### config.mk
export PLATFORM = sky130hd
export DESIGN_NAME = spp_cell
export DESIGN_NICKNAME = d
export VERILOG_FILES = /design/src/spp_pkg.sv /design/src/spp_cell.sv
export SDC_FILE = /design/constraint.sdc
export NUM_CORES = 1
export LEC_CHECK = 0
export ABC_AREA = 1
export BUFFER_PORTS_ARGS = -buffer_cell sky130_fd_sc_hd__buf_4
export CAP_MARGIN = 20
export CELL_PAD_IN_SITES_DETAIL_PLACEMENT = 0
export CELL_PAD_IN_SITES_GLOBAL_PLACEMENT = 1
export CORE_ASPECT_RATIO = 2
export CORE_UTILIZATION = 26
export DETAILED_ROUTE_END_ITERATION = 10
export PLACE_DENSITY_LB_ADDON = 0.1
export SLEW_MARGIN = 10
export SYNTH_ARGS = -nofsm -noshare
export SYNTH_HDL_FRONTEND = slang
export SYNTH_SLANG_ARGS = --single-unit
### constraint.sdc
create_clock -name clock -period 2.15 [get_ports clock]
set_input_delay 0.3225 -clock clock [delete_from_list [all_inputs] [get_ports clock]]
set_output_delay 0.3225 -clock clock [all_outputs]
set_load 0.05 [all_outputs]
### src/spp_pkg.sv
// ----------------------------------------------------------------------------
// spp_pkg: shared types and constants
// Entry layout, sizes and flag bits for the sweep-and-prune pair unit.
// ----------------------------------------------------------------------------
package spp_pkg;

   localparam int MAX_ACTIVE  = 32;
   localparam int COORD_WIDTH = 24;
   localparam int ID_W        = 10;
   localparam int RAD_W       = COORD_WIDTH - 1;
   localparam int FLAG_W      = 5;
   localparam int SLOT_W      = $clog2(MAX_ACTIVE);
   localparam int CNT_W       = $clog2(MAX_ACTIVE + 1);

   localparam logic [FLAG_W-1:0] F_BAD  = 5'b00001;
   localparam logic [FLAG_W-1:0] F_PART = 5'b00010;
   localparam logic [FLAG_W-1:0] F_NOC2 = 5'b00100;
   localparam logic [FLAG_W-1:0] F_PROJ = 5'b01000;
   localparam logic [FLAG_W-1:0] F_NOPC = 5'b10000;

   localparam logic [1:0] ST_OK      = 2'd0;
   localparam logic [1:0] ST_FULL    = 2'd1;
   localparam logic [1:0] ST_NOT_ACT = 2'd2;

   typedef struct packed {
      logic [ID_W-1:0]               id;
      logic signed [COORD_WIDTH-1:0] x;
      logic signed [COORD_WIDTH-1:0] y;
      logic signed [COORD_WIDTH-1:0] z;
      logic [RAD_W-1:0]              radius;
      logic [FLAG_W-1:0]             flags;
   } entry_type;

endpackage

### src/spp_cell.sv
// ----------------------------------------------------------------------------
// spp_cell: one slot of the active ring
// Holds one entry; shifts towards the head or loads new data.
// ----------------------------------------------------------------------------
module spp_cell (
   input  logic               clock,
   input  logic               shift_en,
   input  spp_pkg::entry_type shift_data,
   input  logic               load_en,
   input  spp_pkg::entry_type load_data,
   output spp_pkg::entry_type entry_ff
);

   spp_pkg::entry_type entry_in;

   always_comb begin
      entry_in = entry_ff;
      if (shift_en) begin
         entry_in = shift_data;
      end else if (load_en) begin
         entry_in = load_data;
      end
   end

   always_ff @(posedge clock) begin
      entry_ff <= entry_in;
   end

endmodule

* Word-level counts from Yosys, hierarchy flattened
Cells that the tools add are included.
** Storage, ports and cells
- Bits in registers :: 110
- Bits of input ports :: 223
- Output and inout port bits :: 110
- Logic and storage cells :: 9
** Cells by class
- Muxes and demuxes :: 2
- Reductions and logical operators :: 1
** Operators with widths (number)
- two-way mux 110 bit :: 2
- nonzero test 2 bit :: 1

* Depth between registers and ports, before layout
Gate-level depths: netlist (run 1).
- Depth after elaboration :: 2
- Depth in mapped cells :: 5
- Depth with buffers taken out :: 3

* Least setup slack after synthesis (run 1)
OpenSTA, ideal clock, no wires.
- Kind :: input-to-reg
- Start :: input port shift_en
- End :: register entry_ff[0] (netlist bit) (enable)
- Library setup time :: 0.422 ns
- Data arrival time :: 1.884 ns
- Data required time :: 1.728 ns
- Slack :: -0.156 ns
- Stages :: 2
- Path buffers :: 1
- Cells stage by stage :: buf_2 -> or2_2
** Between the ends
- Cells in the longest elaborated chain, start to end :: 1
** RTL lines
- from (decl) :: RTL line spp_cell.sv:7 : input logic shift_en,
- nonzero test 2 bit (no source line)
- to (signal assigned) :: RTL line spp_cell.sv:26 : entry_ff <= entry_in;
- to (decl) :: RTL line spp_cell.sv:11 : output spp_pkg::entry_type entry_ff
No other way between the ends.
A chain may end at the register's enable or synchronous reset.

==> results of run 1 <==
layer usage:
metal  GRT usage [%]  vias up
li1                -     2138
met1           16.58     1939
met2           30.20      201
met3           5.167       21
met4           8.094        0
met5               0        -
report_power, final:
group | switching, uW | leakage, uW | internal [uW]
clock network | 734 | 0.000123 | 768
logic | 1190 | 0.00261 | 620
registers | 64.7 | 0.00113 | 2630
total | 1990 | 0.00386 | 4020
logic make-up (layout without fill, tap and decap cells):
group | after synthesis | after routing | share of synthesized area [%]
simple gates | 331 | 331 | 26.54
flops | 110 | 110 | 70.42
buf+inv | 25 | 352 | 3.041
other cells | 0 | 1 | 0
stage by stage:
| stage | hold WS [ns] | instances | total power, uW |
|---|---|---|---|
| 2_1_floorplan | 0.5011 | 466 | 3817 |
| 3_3_place_gp | 0.5838 | 992 | 4571 |
| 3_5_place_dp | 0.5887 | 992 | 4583 |
| 4_1_cts | 0.2128 | 1006 | 6115 |
| 5_1_grt | 0.2156 | 1007 | 6280 |
| 6_report | 0.2311 | 1007 | 6013 |
cell usage in the layout (no fill, tap or decap):
cell type and instances:
sky130_fd_sc_hd__clkinv_2 3, sky130_fd_sc_hd__edfxtp_1 110, sky130_fd_sc_hd__nand2_1 330, sky130_fd_sc_hd__or2_4 1, sky130_fd_sc_hd__clkinv_1 1, sky130_fd_sc_hd__diode_2 1, sky130_fd_sc_hd__buf_12 2, sky130_fd_sc_hd__buf_4 335
sky130_fd_sc_hd__clkbuf_1 2, sky130_fd_sc_hd__clkbuf_16 9
synthesized netlist by cell type (all sizes together):
cell type  count  area (um2)
inv            1       3.750
edfxtp       110        3303
or2            1       6.260
clkbuf         3       11.26
nand2        330        1239
buf           21       127.6
worst max-delay path: stages:
cell,delay [ns]
sky130_fd_sc_hd__buf_4,0.10
sky130_fd_sc_hd__buf_12,0.39
sky130_fd_sc_hd__clkinv_2,0.17
sky130_fd_sc_hd__buf_12,0.23
sky130_fd_sc_hd__nand2_1,0.12
sky130_fd_sc_hd__nand2_1,0.06
worst max-delay path by stage:
| stage | from | to | slack [ns] |
|---|---|---|---|
| global route | shift_en | entry_ff[91]$_DFFE_PP_ | 0.69 |
| detailed placement | shift_en | entry_ff[45]$_DFFE_PP_ | 0.40 |
| CTS | shift_en | entry_ff[45]$_DFFE_PP_ | 0.78 |
| floorplan | shift_en | entry_ff[0]$_DFFE_PP_ | 0.39 |
| finish | shift_en | entry_ff[33]$_DFFE_PP_ | 0.75 |
| global placement | shift_en | entry_ff[68]$_DFFE_PP_ | 0.45 |
cell type report:
cell class / instances / area (um2) / area share [%]
flip-flops and latches: 110 / 3303 / 43.31
multi-input cells: 331 / 1247 / 16.36
well taps: 213 / 266.5 / 3.495
repair buffers: 337 / 2555 / 33.50
diodes: 1 / 2.502 / 0.03281
inverters: 1 / 5.005 / 0.06563
clock buffers: 11 / 232.7 / 3.052
clock inverters: 3 / 13.76 / 0.1805
==> out/results.env, run 1 <==
OUTCOME='finished clean'
PLACEABLECOREAREA_UM2=17700
POSTSYNTHCELLCOUNT=466
ROUTE.MET2.WL_MM=8.756
CRIT_PATH_END_KIND='flop'
DETAIL_ROUTE.DRC_VIOLATIONS=0
HIGHEST_LAYER='met4'
DIE_H_UM=192.0
VIAS=4299
LAYOUT.CELL_AREA.NON_FILLER_UM2=7626
FP.DIEW_UM=96.98
VIASPERCELL=4.269
START_UTIL_PCT=26.50
NUMBER_OF_FLIP_FLOPS_AND_LATCHES_IN_THE_SYNTHESIZED_NETLIST=110
POWER-PER-CELL-AREA_nW_PER_UM2=788.5
LARGEST_FANOUT_ON_THE_CRITICAL_PATH=111
MAX_CAP_VIOLATIONS=0
POSTCTSRESIZEDCELLS=0
POST_SYNTH_INSTANCE_AREA_UM2=4691
CTS_TREE='yes'
SLEW-LIMIT-HEADROOM_PCT=39.07
MET3WIRELENGTH_MM=1.181
CLOCK_SINK_COUNT=110
WHS_ENDPOINT='entry_ff[63]$_DFFE_PP_'
CRIT_REQUIRED_NS=2.25
MAX_CLOCK_FREQ_MHz=712.1
PERIOD_MINUS_SLACK_NS=1.404
HTREE_LEVELS=3
STATIC-LEAKAGE-POWER_uW=0.003863
ROUTE.DETAILED.WL_PER_INST_UM=15.47
GRT.TOTAL_USAGE_PCT=16.43
NUMBER_OF_ANTENNA_VIOLATIONS_AT_THE_FIRST_CHECK_IN_GLOBAL_ROUTING=1
HOLDBUFCOUNTCTS=0
CTSROOTBUFFERMASTER='sky130_fd_sc_hd__clkbuf_16'
RSZ0062_AT_GRT='no'
MIN_DELAY_PATH_DEPTH=3
NFILLCELLS=1728
GRT.OVERFLOW.TOTAL=0
CRITPATHARRIVALTIME_NS=1.51
HPWLAFTERDP_MM=11.47
POST-ROUTE-PERIOD-UTIL_PCT=65.32
CTS_SETUP_BUFFERS=0
MIN-DELAY-START='load_data[63]'
PLACEMENT.CELL_AREA_UM2=7377
FLOW.AREA_GROWTH_FROM_SYNTHESIS_PCT=62.58
DRTANTENNAVIOLNETS=0
ROUTABILITYCONGESTION=0.7744
FINAL_CRITICAL_PATH_SETUP_SLACK_NS=0.7457
IRDROPWORSTVDD_mV=0.3402
LARGEST_REGISTER='entry_ff'
FIRST_GLOBAL_VIAS=4277
CTS.REPORTEDPATHS.CLKPINSLEW_NS=0.07
FINALSETUPVIOLCOUNT=0
MAPPEDNETLISTNETS=689
FINAL_SETUP_TNS_NS=0
FLOORPLAN.DIE_AREA_UM2=18610
DETAIL_ROUTE.WIRELENGTH.MET1_MM=5.209
DR.FIRST_ITER.DRC_COUNT=91
POST_SYNTH_NUM_CELL_TYPES=7
GRT_PASS1_WL_MM=23.07
FINAL_CORE_UTIL_PCT=43.09
LARGESTREGISTERS='entry_ff: 110 flops'
STD_CELL_ROWS=69
GRT_START_MAX_NET_PINS=112
STARTPOINT_TYPE='input pin'
TIGHTESTPINTRANSITION_NS=0.9139
FINALHOLDVIOLATIONS=0
SYNTHESIS.AREA_PER_INSTANCE_UM2=10.07
POST_ROUTE_CELLS_DRIVE_ABOVE_1_SHARE_PCT=44.14
CTS_INSERTED_BUFFERS=9
FIN_NETS=1013
DP_WORST_SETUP_SLACK_NS=0.4005
CTS-ROOT-TO-SINK-BUFFERS=2
SYNTH-SEQ-AREA-SHARE_PCT=70.42
PLACEMENT.IO_BUFFERS=332
TIMING.HOLD.WORST.CLASS='input pin to flop'
LARGEST_REGISTER_FFS=110
DRTPASS1ITERATIONS=4
NUM_IO_PINS=333
WIRELENGTH_MM=15.58
SYNTH-WARNING-COUNT=0
SLEW_VIOLATIONS=0
TIMING_WORST_SETUP_PATH_TYPE='input pin to flop'
(Power assumes the default switching activity.)
==> run 2, diff against run 1 <==
--- a/config.mk
+++ b/config.mk
@@ -11,7 +11,7 @@
 export CELL_PAD_IN_SITES_DETAIL_PLACEMENT = 0
 export CELL_PAD_IN_SITES_GLOBAL_PLACEMENT = 1
 export CORE_ASPECT_RATIO = 2
-export CORE_UTILIZATION = 26
+export CORE_UTILIZATION = 29
 export DETAILED_ROUTE_END_ITERATION = 10
 export PLACE_DENSITY_LB_ADDON = 0.1
 export SLEW_MARGIN = 10
==> constraint.sdc (replaced) <==
create_clock -name clock -period 1.4 [get_ports clock]
set_input_delay 0.21 -clock clock [delete_from_list [all_inputs] [get_ports clock]]
set_output_delay 0.21 -clock clock [all_outputs]
set_load 0.05 [all_outputs]
==> run 2 against run 1 <==
Worst setup slack worse by 0.51 ns. Clock power is 87% higher. Worst hold slack lost 0.11 ns. Highest routed layer unchanged.
==> out/results.env, run 2 (synthesis gave the netlist of run 1 again) <==
DRTANTENNAVIOLNETS=0  # unchanged
MOSTFREQUENTLAYOUTCELLS='sky130_fd_sc_hd__buf_4, sky130_fd_sc_hd__nand2_1, sky130_fd_sc_hd__edfxtp_1, sky130_fd_sc_hd__clkbuf_16, sky130_fd_sc_hd__buf_12'
STARTPOINT_TYPE='flop'
GRT_PASS1_WL_MM=23.31  # +1.0%
CTS-ROOT-TO-SINK-BUFFERS=2  # unchanged
HOLDBUFCOUNTCTS=0  # unchanged
POST-ROUTE-PERIOD-UTIL_PCT=83.29
POWER.SWITCHING_uW=3149  # +58%
START_UTIL_PCT=29.73  # +3.2 points
GRT_START_MAX_NET_PINS=55  # -51%
CTS_TREE='yes'
PERIOD_MINUS_SLACK_NS=1.166
CRIT_REQUIRED_NS=1.19  # -1.06 ns
CLOCKPOWERSHARE_PCT=28.8  # +3.8 points
TIMING_WORST_SETUP_PATH_TYPE='flop to output port'
FLOORPLAN.DIE_AREA_UM2=16720  # -10%
IRDROPWORSTVDD_mV=0.7393  # +120%
DETAIL_ROUTE.DRC_VIOLATIONS=0  # unchanged
DIE_H_UM=181.9  # -5.3%
FINALSETUPVIOLCOUNT=0  # unchanged
GRT.TOTAL_USAGE_PCT=18.59  # +2.2 points
CTS_SETUP_BUFFERS=0  # unchanged
MIN_DELAY_PATH_DEPTH=3  # unchanged
STATIC-LEAKAGE-POWER_uW=0.003948  # +2.2%
DP_CELLS=986  # -0.60%
WHS_ENDPOINT='entry_ff[12]$_DFFE_PP_'
POWER_FRAC_SEQ_PCT=42.5  # -2.4 points
FIN_NETS=1019  # +0.59%
LARGEST_REGISTER_FFS=110  # unchanged
POWER-PER-CELL-AREA_nW_PER_UM2=1256  # +59%
MAX_CLOCK_FREQ_MHz=857.6
MAX_STAGE_DELAY_CELL_WORST_PATH='sky130_fd_sc_hd__edfxtp_1'
STD_CELL_ROWS=65  # -5.8%
LARGEST_REGISTER='entry_ff'
PATH_CELLS='buf_4'
SLEW-LIMIT-HEADROOM_PCT=65.97  # +27 points
HTREE_LEVELS=3  # unchanged
FINAL_CELL_COUNT_NO_FILL=1002  # -0.50%
POST_ROUTE_CELLS_DRIVE_ABOVE_1_SHARE_PCT=45.07  # +0.93 points
CP_SLOWEST_STAGE_DELAY_NS=0.40  # about the same
INTERNAL_PWR_TOTAL_uW=6615  # +64%
NUMBER_OF_ANTENNA_VIOLATIONS_AT_THE_FIRST_CHECK_IN_GLOBAL_ROUTING=0  # -1
FINAL_COMMON_CELL='sky130_fd_sc_hd__buf_4'
TIMING.HOLD.WORST.CLASS='input pin to flop'
POSTCTSRESIZEDCELLS=0  # unchanged
CTS_INSERTED_BUFFERS=9  # unchanged
GRT.OVERFLOW.TOTAL=0  # unchanged
CTS.REPORTEDPATHS.CLKPINSLEW_NS=0.08  # about the same
RSZ0062_AT_GRT='no'
COMB_POWER_SHARE_PCT=28.7  # -1.4 points
VIAS=4357  # +1.3%
FLOW.AREA_GROWTH_FROM_SYNTHESIS_PCT=65.70
NUM_IO_PINS=333  # unchanged
ROUTE.DETAILED.WL_PER_INST_UM=15.45  # -0.16%
CLOCK_SINK_COUNT=110  # unchanged
MIN-DELAY-START='load_data[12]'
FINALHOLDVIOLATIONS=0  # unchanged
FINAL_SETUP_TNS_NS=0  # unchanged
POWER_SWITCHING_SHARE_PCT=32.25  # -0.86 points
PLACEABLECOREAREA_UM2=15780  # -11%
ROUTABILITYCONGESTION=0.8170  # +5.5%
LARGESTREGISTERS='entry_ff: 110 flops'
CRIT_START='entry_ff[51]$_DFFE_PP_'
SLEW_VIOLATIONS=0  # unchanged
PLACEMENT.IO_BUFFERS=332  # unchanged
DP_WORST_SETUP_SLACK_NS=0.1918  # -0.2087 ns
NUM_ANTENNA_CELLS=0  # -1
OUTCOME='finished clean'
DRTPASS1ITERATIONS=4  # unchanged
VIASPERCELL=4.348  # +1.9%
MAX_CAP_VIOLATIONS=0  # unchanged
FP.DIEW_UM=91.93  # -5.2%
CTSROOTBUFFERMASTER='sky130_fd_sc_hd__clkbuf_16'
DR.FIRST_ITER.DRC_COUNT=117  # +29%
CRIT_PATH_END_KIND='output port'
LARGEST_FANOUT_ON_THE_CRITICAL_PATH=1  # -99%
CRITPATHARRIVALTIME_NS=0.96  # -0.55 ns
CRITPATHBUFINV=1  # -3
WORST_HOLD_SLACK_NS=0.1184  # -0.1128 ns
TIGHTESTPINTRANSITION_NS=0.5105  # -0.4034 ns
FIRST_GLOBAL_VIAS=4375  # +2.3%
WIRELENGTH_MM=15.48  # -0.65%
FINAL_CORE_UTIL_PCT=49.26  # +6.2 points
FINAL_CRITICAL_PATH_SETUP_SLACK_NS=0.2340  # -0.5117 ns
CPLARGESTDELAYFAMILY='flip-flops'
HPWLAFTERDP_MM=12.05  # +5.1%
[run 2: cell count changes in the layout (fill, tap and decap cells not counted), sizes merged]
cell,previous run,this run
buf,337,343
bufinv,0,2
clkbuf,11,9
clkinv,4,2
diode,1,0
inv,0,4
[run 2: worst max-delay path by stage]
stage / end / slack, ns / cells after the start
floorplan: entry_ff[0]$_DFFE_PP_ / -0.16 / 2
global route: entry_ff[0] / 0.20 / 1
detailed placement: entry_ff[98]$_DFFE_PP_ / 0.19 / 3
finish: entry_ff[51] / 0.23 / 1
global placement: entry_ff[98]$_DFFE_PP_ / 0.22 / 3
CTS: entry_ff[51] / 0.21 / 1
[run 2: layout make-up]
cell class	count	area, um2
timing repair buffer	343	2638
clock buffer	9	225.2
clock inverter	7	102.6
inverter	1	5.005
sequential	110	3303
fill	1562	8005
tap	201	251.5
multi-input combinational	331	1247
[run 2: power groups by stage]
stage          sequential [uW]  combinational, uW  clock [uW]
6_report                  4150               2810        2810
5_1_grt                   4190               2960        3020
4_1_cts                   4160               2840        2900
3_5_place_dp              4230               2830           0
3_3_place_gp              4210               2820           0
2_1_floorplan             5510                355           0
[run 2: through the flow]
step	cell area, um2	power [uW]
2_1_floorplan	4703	5865
3_3_place_gp	7445	7032
3_5_place_dp	7445	7059
4_1_cts	7772	9888
5_1_grt	7772	10170
6_report	7772	9764
[run 2: routing by layer]
metal  track usage, %  share of wire (%)
met5                0                  0
met3            4.899                7.2
met2            34.99                 56
met1            18.55                 33
met4            8.563                3.8
